==> src/dcbd_pkg.sv <==
// Package for the density colormap with ordered dither: constants, table and stage types.
`default_nettype none

package dcbd_pkg;

  localparam int unsigned DensityW = 8;
  localparam int unsigned PhaseW   = 2;
  localparam int unsigned LevelW   = 2;
  localparam int unsigned ChanW    = 8;
  localparam int unsigned RemW     = 7;
  localparam int unsigned ThrW     = 4;
  localparam int unsigned CmpW     = 11;

  localparam logic [ChanW-1:0]  LevelStep  = 8'd85;
  localparam logic [ChanW-1:0]  LevelStep2 = 8'd170;
  localparam logic [ChanW-1:0]  ChanMax    = 8'd255;
  localparam logic [LevelW-1:0] LevelTop   = 2'd3;

  typedef enum logic [1:0] {
    SEG_DARK = 2'd0,
    SEG_BLUE = 2'd1,
    SEG_CYAN = 2'd2,
    SEG_WHITE = 2'd3
  } seg_t;

  typedef logic [ThrW-1:0] bayer_row_t [4];

  localparam bayer_row_t BAYER [4] = '{
    '{4'd0,  4'd8,  4'd2,  4'd10},
    '{4'd12, 4'd4,  4'd14, 4'd6},
    '{4'd3,  4'd11, 4'd1,  4'd9},
    '{4'd15, 4'd7,  4'd13, 4'd5}
  };

  typedef struct packed {
    logic [LevelW-1:0] lvl;
    logic [RemW-1:0]   rem;
  } chan_split_t;

  function automatic chan_split_t split_level(input logic [ChanW-1:0] v);
    chan_split_t s;
    if (v == ChanMax) begin
      s.lvl = LevelTop;
      s.rem = '0;
    end else if (v >= LevelStep2) begin
      s.lvl = 2'd2;
      s.rem = RemW'(v - LevelStep2);
    end else if (v >= LevelStep) begin
      s.lvl = 2'd1;
      s.rem = RemW'(v - LevelStep);
    end else begin
      s.lvl = 2'd0;
      s.rem = RemW'(v);
    end
    return s;
  endfunction

  function automatic logic [LevelW-1:0] dither_level(input chan_split_t s,
                                                     input logic [CmpW-1:0] thr85);
    logic [CmpW-1:0] rem16;
    logic [LevelW-1:0] lvl;
    rem16 = {s.rem, 4'b0000};
    lvl = s.lvl;
    if ((rem16 > thr85) && (s.lvl != LevelTop)) begin
      lvl = s.lvl + 2'd1;
    end
    return lvl;
  endfunction

endpackage

`default_nettype wire

==> src/density_colormap_bayer_dither_top.sv <==
// Top level: density to blue-cyan-white ramp, then 4x4 ordered dither to 2-bit levels.
//
// channel  direction  handshake            payload
// in       request in in_valid / in_ready  density[7:0], col_phase[1:0], row_phase[1:0]
// out      result out out_valid / out_ready red_level, green_level, blue_level [1:0] each
//
// Four register stages: capture with threshold lookup, color ramp, level split, dither.
// One request per cycle unless out_ready stalls; out_valid is driven by the dither stage.
// Each stage advances when it is empty or the stage after it advances, so a stall at
// the output fills bubbles first and never drops or repeats a request.
// Reset clears the stage valid bits only; there is no other state.
`default_nettype none

module density_colormap_bayer_dither_top (
  input  wire logic       clk,
  input  wire logic       rst,
  input  wire logic       in_valid,
  output logic            in_ready,
  input  wire logic [7:0] density,
  input  wire logic [1:0] col_phase,
  input  wire logic [1:0] row_phase,
  output logic            out_valid,
  input  wire logic       out_ready,
  output logic [1:0]      red_level,
  output logic [1:0]      green_level,
  output logic [1:0]      blue_level
);

  logic v1, v2, v3, v4;
  logic adv1, adv2, adv3, adv4;

  logic [dcbd_pkg::DensityW-1:0] s1_density;
  logic [dcbd_pkg::CmpW-1:0]     s1_thr85;

  logic [dcbd_pkg::ChanW-1:0]    s2_red, s2_green, s2_blue;
  logic [dcbd_pkg::CmpW-1:0]     s2_thr85;
  logic [dcbd_pkg::ChanW-1:0]    red_next, green_next, blue_next;

  dcbd_pkg::chan_split_t         s3_red, s3_green, s3_blue;
  logic [dcbd_pkg::CmpW-1:0]     s3_thr85;

  logic [dcbd_pkg::ThrW-1:0]     thr;
  logic [5:0]                    t;
  logic [9:0]                    t3;
  logic [13:0]                   t170;
  logic [13:0]                   t255;
  logic [11:0]                   t49;
  dcbd_pkg::seg_t                seg;

  assign adv4     = !v4 || out_ready;
  assign adv3     = !v3 || adv4;
  assign adv2     = !v2 || adv3;
  assign adv1     = !v1 || adv2;
  assign in_ready = adv1;
  assign out_valid = v4;

  assign thr = dcbd_pkg::BAYER[row_phase][col_phase];

  always_ff @(posedge clk) begin
    if (rst) begin
      v1 <= 1'b0;
      v2 <= 1'b0;
      v3 <= 1'b0;
      v4 <= 1'b0;
    end else begin
      if (adv1) v1 <= in_valid;
      if (adv2) v2 <= v1;
      if (adv3) v3 <= v2;
      if (adv4) v4 <= v3;
    end
  end

  always_ff @(posedge clk) begin
    if (adv1) begin
      s1_density <= density;
      s1_thr85   <= dcbd_pkg::CmpW'(thr) * dcbd_pkg::CmpW'(dcbd_pkg::LevelStep);
    end
  end

  assign seg  = dcbd_pkg::seg_t'(s1_density[7:6]);
  assign t    = s1_density[5:0];
  assign t3   = 10'(s1_density) * 10'd3;
  assign t170 = 14'(t) * 14'd170;
  assign t255 = 14'(t) * 14'd255;
  assign t49  = 12'(t) * 12'd49;

  always_comb begin
    red_next   = '0;
    green_next = '0;
    blue_next  = dcbd_pkg::ChanMax;
    case (seg)
      dcbd_pkg::SEG_DARK: begin
        blue_next = 8'(t3[9:6]) * dcbd_pkg::LevelStep;
      end
      dcbd_pkg::SEG_BLUE: begin
        blue_next = dcbd_pkg::LevelStep + t170[13:6];
      end
      dcbd_pkg::SEG_CYAN: begin
        green_next = t255[13:6];
      end
      dcbd_pkg::SEG_WHITE: begin
        red_next   = {t, 2'b00} + 8'(t49[11:10]);
        green_next = dcbd_pkg::ChanMax;
      end
      default: begin
        blue_next = dcbd_pkg::ChanMax;
      end
    endcase
  end

  always_ff @(posedge clk) begin
    if (adv2) begin
      s2_red   <= red_next;
      s2_green <= green_next;
      s2_blue  <= blue_next;
      s2_thr85 <= s1_thr85;
    end
  end

  always_ff @(posedge clk) begin
    if (adv3) begin
      s3_red   <= dcbd_pkg::split_level(s2_red);
      s3_green <= dcbd_pkg::split_level(s2_green);
      s3_blue  <= dcbd_pkg::split_level(s2_blue);
      s3_thr85 <= s2_thr85;
    end
  end

  always_ff @(posedge clk) begin
    if (adv4) begin
      red_level   <= dcbd_pkg::dither_level(s3_red, s3_thr85);
      green_level <= dcbd_pkg::dither_level(s3_green, s3_thr85);
      blue_level  <= dcbd_pkg::dither_level(s3_blue, s3_thr85);
    end
  end

  a_full_stall_blocks_input: assert property (@(posedge clk) disable iff (rst)
    (v1 && v2 && v3 && v4 && !out_ready) |-> !in_ready)
    else $error("input accepted while pipeline full and stalled");

  a_stage3_moves_to_out: assert property (@(posedge clk) disable iff (rst)
    (v3 && adv4) |=> out_valid)
    else $error("item lost between level split and output");

  a_top_level_has_no_rem: assert property (@(posedge clk) disable iff (rst)
    (v3 && (s3_red.lvl == dcbd_pkg::LevelTop)) |-> (s3_red.rem == '0))
    else $error("level 3 with nonzero remainder");

  a_accept_fills_stage1: assert property (@(posedge clk) disable iff (rst)
    (in_valid && in_ready) |=> v1)
    else $error("accepted request not captured");

endmodule

`default_nettype wire
==> config.mk <==
export PLATFORM = sky130hd
export DESIGN_NAME = density_colormap_bayer_dither_top
export DESIGN_NICKNAME = d
export VERILOG_FILES = /design/src/dcbd_pkg.sv /design/src/density_colormap_bayer_dither_top.sv
export SDC_FILE = /design/constraint.sdc
export NUM_CORES = 1
export LEC_CHECK = 0
export ABC_CLOCK_PERIOD_IN_PS = 5000
export BUFFER_PORTS_ARGS = -buffer_cell sky130_fd_sc_hd__buf_2
export CAP_MARGIN = 20
export CORE_MARGIN = 4
export CORE_UTILIZATION = 40
export CTS_CLUSTER_DIAMETER = 150
export CTS_CLUSTER_SIZE = 40
export DETAILED_ROUTE_END_ITERATION = 8
export PLACE_DENSITY = 0.55
export SLEW_MARGIN = 40
export SYNTH_ARGS = -nofsm -noshare
export SYNTH_HDL_FRONTEND = slang
export SYNTH_SLANG_ARGS = --single-unit
==> constraint.sdc <==
create_clock -name clk -period 5 [get_ports clk]
set_input_delay 0.25 -clock clk [delete_from_list [all_inputs] [get_ports clk]]
set_output_delay 0.25 -clock clk [all_outputs]
set_load 0.02 [all_outputs]
==> metrics.csv, run 1 <==
metric,value,unit
critical_path_required,5110,ps
vias,5163,
postCtsSetupRepairBufs,0,
crit_chain,"fa_1, inv_1, fa_1, inv_1, fa_1, ha_1, a21o_1, a31oi_1, o211ai_1, a31oi_1, xnor2_1, a21o_1",
synth_cell_types,55,
cts_made_buffers,9,
hold_path_depth,1,
startpoint_type,register,
dieArea,21500,sq um
drt_wl_total,14200,um
p_switching,1.27,mW
hold_violations,0,
power.density,408,nW/um^2
seqPwrFrac,38.3,%
synth_flop_cell,edfxtp_1,
cp_slowest_stage_delay,720,ps
instances_no_fill,1001,
min_period,4450,ps
relSlewSlack,61.0,%
setup-tns-final,0,ps
first_pass_iters,5,
cpMostUsedCell,fa_1,
dpl.cell_count,985,
critical_path_arrival,4560,ps
synth_cells,708,
synth-edff-count,98,
grt_max_degree,39,
vias_per_cell,5.16,
endpoint_kind,register,
path_delay_family,adder cells,
start_util,40.9,%
crit_buf_inv,2,
grt_pass1_vias,5192,
antenna_found_initial,0,
final_cell_mix,"ha_1, edfxtp_1, inv_1",
design_area,8450,sq um
status,completed,
fp.dieW,147,um
seq_area_frac_synth,39.2,%
ctsRootBufferMaster,clkbuf_16,
async_flop_share,0,%
holdBufCountCts,0,
grt_overflow,0,
dpl.hpwl,11200,um
drive_gt1_share,7.56,%
drtIter0Drc,201,
num_rows,50,
pwr-share-comb,40.7,%
ys_ff_latch,102,
clk_latency,350,ps
drc,0,
skew,6.08,ps
peakVddDrop,0.000173,V
synthesis.area,7700,sq um
p_sw_share,36.9,%
synthesis.nets,871,
cp_num_cells,12,
place.gp.congestion,0.845,
clkPwrFrac,20.9,%
rsz0062_at_grt,false,
final_nets,899,
core_area,18800,sq um
power,3.44,mW
fmax,225,MHz
clock-sinks,102,
numPortBuffers,23,
io-pin-count,24,
post_drt_wl_per_cell,14.2,um
grt_pass1_wl,24500,um
slowest_stage,fa_1,
die_h,147,um
ant_nets,0,
syn_to_final_growth,9.61,%
crit_fanout,10,
syn_avg_cell_area,10.9,sq um
dpl-instance-area,8130,sq um
cts_tree,yes,
diodes,0,
hp-class,input port to register,
yosys_warnings,0,
holdWs,72.6,ps
cts_htree_levels,3,
setup_violations,0,
slew_viol_final,0,
power.leakage,3.82,nW
cts_buffer_depth,2,
drv_cap,0,
clkSlewWorstSetupHoldPaths,80,ps
period_share,88.9,%
intPower,2.17,mW
cts_resized,0,
worstSetupPathType,register to register,
layout.cells.most_common,ha_1,
r2r_cells,12,
r2r_setup_slack,550,ps
grt_usage,13.6,%
worstMarginPinSlew,584,ps
[final cells by class]
class / instances / area, sq um
clock buffers: 9 / 225
fillers: 1760 / 10400
clock inverters: 7 / 87.6
inverters: 88 / 330
repair buffers: 26 / 138
multi-input cells: 509 / 4320
flip-flops and latches: 102 / 3020
well taps: 260 / 325
[per-layer routing]
metal  track usage [%]  share of wire, %  routed length, um
met1              18.1                47               6620
met2              23.3                49               7000
met3              2.28               2.5                351
met4              3.43               1.4                195
met5                 0                 0                  0
[state kept, by name, indices dropped and copies added, names as in the netlist, 2 cells and up]
name	count
s3_blue	9
s3_green	9
blue_level	2
red_level	2
s2_thr85	11
s2_red	8
s3_thr85	11
s2_blue	8
s2_green	8
s1_density	8
s1_thr85	11
s3_red	9
green_level	2
[worst paths after layout]
check                     start             to
setup / recovery  s1_density[3]    s2_green[5]
hold / removal       density[0]  s1_density[0]
setup reg to reg  s1_density[3]    s2_green[5]
hold reg to reg     s1_thr85[7]    s2_thr85[7]
[power groups by stage]
stage | Combinational, mW | Clock (mW) | Sequential [mW]
6_report | 1.40 | 0.721 | 1.32
5_1_grt | 1.62 | 0.777 | 1.35
4_1_cts | 1.41 | 0.744 | 1.32
3_5_place_dp | 1.39 | 0 | 1.34
3_3_place_gp | 1.35 | 0 | 1.33
2_1_floorplan | 1.09 | 0 | 1.31
[cells in the mapped netlist, drive strengths merged, types with 7 or more instances]
library cell,instances,share of area [%]
o21a,8,0.78
and2,14,1.1
xnor2,23,2.6
edfxtp,98,38
and3,8,0.65
xor2,10,1.1
nand2,26,1.3
a21oi,51,3.3
inv,88,4.3
nor2b,7,0.57
nand4,13,1.1
a21o,24,2.3
ha,122,20
nand3,20,1.3
o21ai,30,2.3
a31oi,8,0.65
o211ai,8,0.78
fa,25,6.5
nor3,12,0.78
nor2,27,1.3
[kinds of logic (layout without fill, tap and decap cells)]
logic type	Yosys count	count (layout)	synth area share [%]
compound gates	168	168	14.4
simple gates	153	153	10.4
fa+ha+maj	147	147	26.3
flops	102	102	39.2
buf+inv	97	130	4.86
xor+xnor	33	33	3.75
mux	8	8	1.09
[metrics by stage]
| step | setup WS [ps] | util, % |
|---|---|---|
| floorplan | 919 | - |
| global placement | 673 | 43.1 |
| detailed placement | 577 | 43.2 |
| CTS | 572 | 44.9 |
| global route | 289 | 44.9 |
| finish | 554 | 44.9 |
No activity file was read; power rests on OpenSTA's default activity.
==> run 2, diff against run 1 <==
- PLACE_DENSITY: 0.55 -> default
- PLACE_DENSITY_LB_ADDON: default -> 0.12
==> run 2 against run 1 <==
- first-iteration DRC count increased by 32%
- sequential share of layout area about the same
- global-route usage increased by 0.41 points
- setup slack improved by 62 ps
- worst hold slack improved by 1.4 ps
- sequential cell count unchanged
- wire length increased by 1.2%
- final cell count about the same
- sequential power about the same
- critical path depth unchanged
- combinational power about the same
- design area about the same
- critical path type unchanged
- largest cell class unchanged
==> metrics.csv, run 2 (synthesis gave the netlist of run 1 again) <==
metric,value,unit
antenna_found_initial,0,
dieArea,21500,sq um
critical_path_required,5100,ps
setup_violations,0,
multi_input_area,4320,sq um
dpl.hpwl,11500,um
num_rows,50,
grt_overflow,0,
io-pin-count,24,
fill_cells,1729,
min_period,4380,ps
use_met2,24.9,%
use_met3,2.07,%
power.leakage,3.82,nW
cts_resized,0,
ctsRootBufferMaster,clkbuf_16,
peakVddDrop,0.000218,V
clock-sinks,102,
start_util,40.9,%
diodes,0,
grt_pass1_vias,5148,
ant_nets,0,
setup_slack,615,ps
drtIter0Drc,265,
regArea,3020,sq um
first_pass_iters,4,
design_area,8450,sq um
final_nets,898,
utilization,44.9,%
hp-class,input port to register,
skew,12.3,ps
grt_util_met1,17.8,%
vias,5075,
layout.cells.most_common,ha_1,
crit_fanout,11,
critical_path_arrival,4490,ps
die_h,147,um
dpl-instance-area,8130,sq um
grt_max_degree,39,
postCtsSetupRepairBufs,0,
slew_viol_final,0,
period_share,87.7,%
clkSlewWorstSetupHoldPaths,70,ps
post-place-ws,584,ps
hold_violations,0,
relSlewSlack,59.9,%
startpoint_type,register,
worstMarginPinSlew,601,ps
grt.busiest_layer,met2,
final_cell_mix,"ha_1, edfxtp_1, inv_1",
cts_tree,yes,
grt_usage,14.0,%
top_regs,"s1_thr85 (11), s2_thr85 (11), s3_thr85 (11)",
rsz0062_at_grt,false,
clk_latency,360,ps
core_area,18800,sq um
fmax,228,MHz
cts_buffer_depth,2,
drt_wl_total,14300,um
power.density,409,nW/um^2
drive_gt1_share,7.43,%
post_drt_wl_per_cell,14.3,um
numPortBuffers,23,
fp.dieW,147,um
status,completed,
setup-tns-final,0,ps
drc,0,
holdBufCountCts,0,
endpoint_kind,register,
cts_htree_levels,3,
grt_pass1_wl,25000,um
worstSetupPathType,register to register,
place.gp.congestion,0.808,
syn_to_final_growth,9.69,%
cts_made_buffers,9,
drv_cap,0,
vias_per_cell,5.08,
==> run 2: cell count changes in the layout (fill, tap and decap cells not counted), sizes merged <==
cell	previous run	this run
buf	26	25
bufinv	0	1
inv	91	90
==> run 2: layer usage <==
layer / vias to the layer above / share of wire [%]
met2: 45 / 50
met1: 2392 / 47
met3: 13 / 1.8
met4: 0 / 1.6
met5: - / 0
li1: 2625 / -
==> run 2: cell type report <==
cell class,count,area share (%)
Clock inverter,7,1.20
Multi-Input combinational cell,509,51.1
Inverter,88,3.91
Clock buffer,9,2.66
Timing Repair Buffer,25,1.54
Sequential cell,102,35.8
Tap cell,260,3.85
==> run 2: power by group <==
group	leakage, nW	switching, mW	internal [mW]
clock	0.155	0.339	0.405
combinational	2.56	0.773	0.621
sequential	1.10	0.132	1.19
total	3.82	1.24	2.22
==> run 2: metrics by stage <==
stage          cells  power (mW)  hold slack (ps)
6_report        1000        3.46             74.0
5_1_grt         1000        3.77             68.4
4_1_cts         1000        3.51             58.2
3_5_place_dp     984        2.73              405
3_3_place_gp     984        2.69              405
2_1_floorplan    708        2.40              322
==> run 2: final timing paths <==
| kind | slack, ps | endpoint | depth (start not counted) | from |
|---|---|---|---|---|
| setup / recovery | 620 | s2_green[7] | 12 | s1_density[4] |
| setup reg to reg | 620 | s2_green[7] | 12 | s1_density[4] |
| hold reg to reg | 410 | s2_thr85[6] | 0 | s1_thr85[6] |
| hold / removal | 70 | s1_density[3] | 1 | density[3] |
==> run 2: critical path, cell delays in order (launching register included) <==
cell,delay (ps)
edfxtp_1,610
fa_1,720
inv_1,170
fa_1,550
inv_1,80
fa_1,480
ha_1,350
a21o_1,170
a31oi_1,340
nor3_1,150
nor3_1,240
xnor2_1,100
a21o_1,180
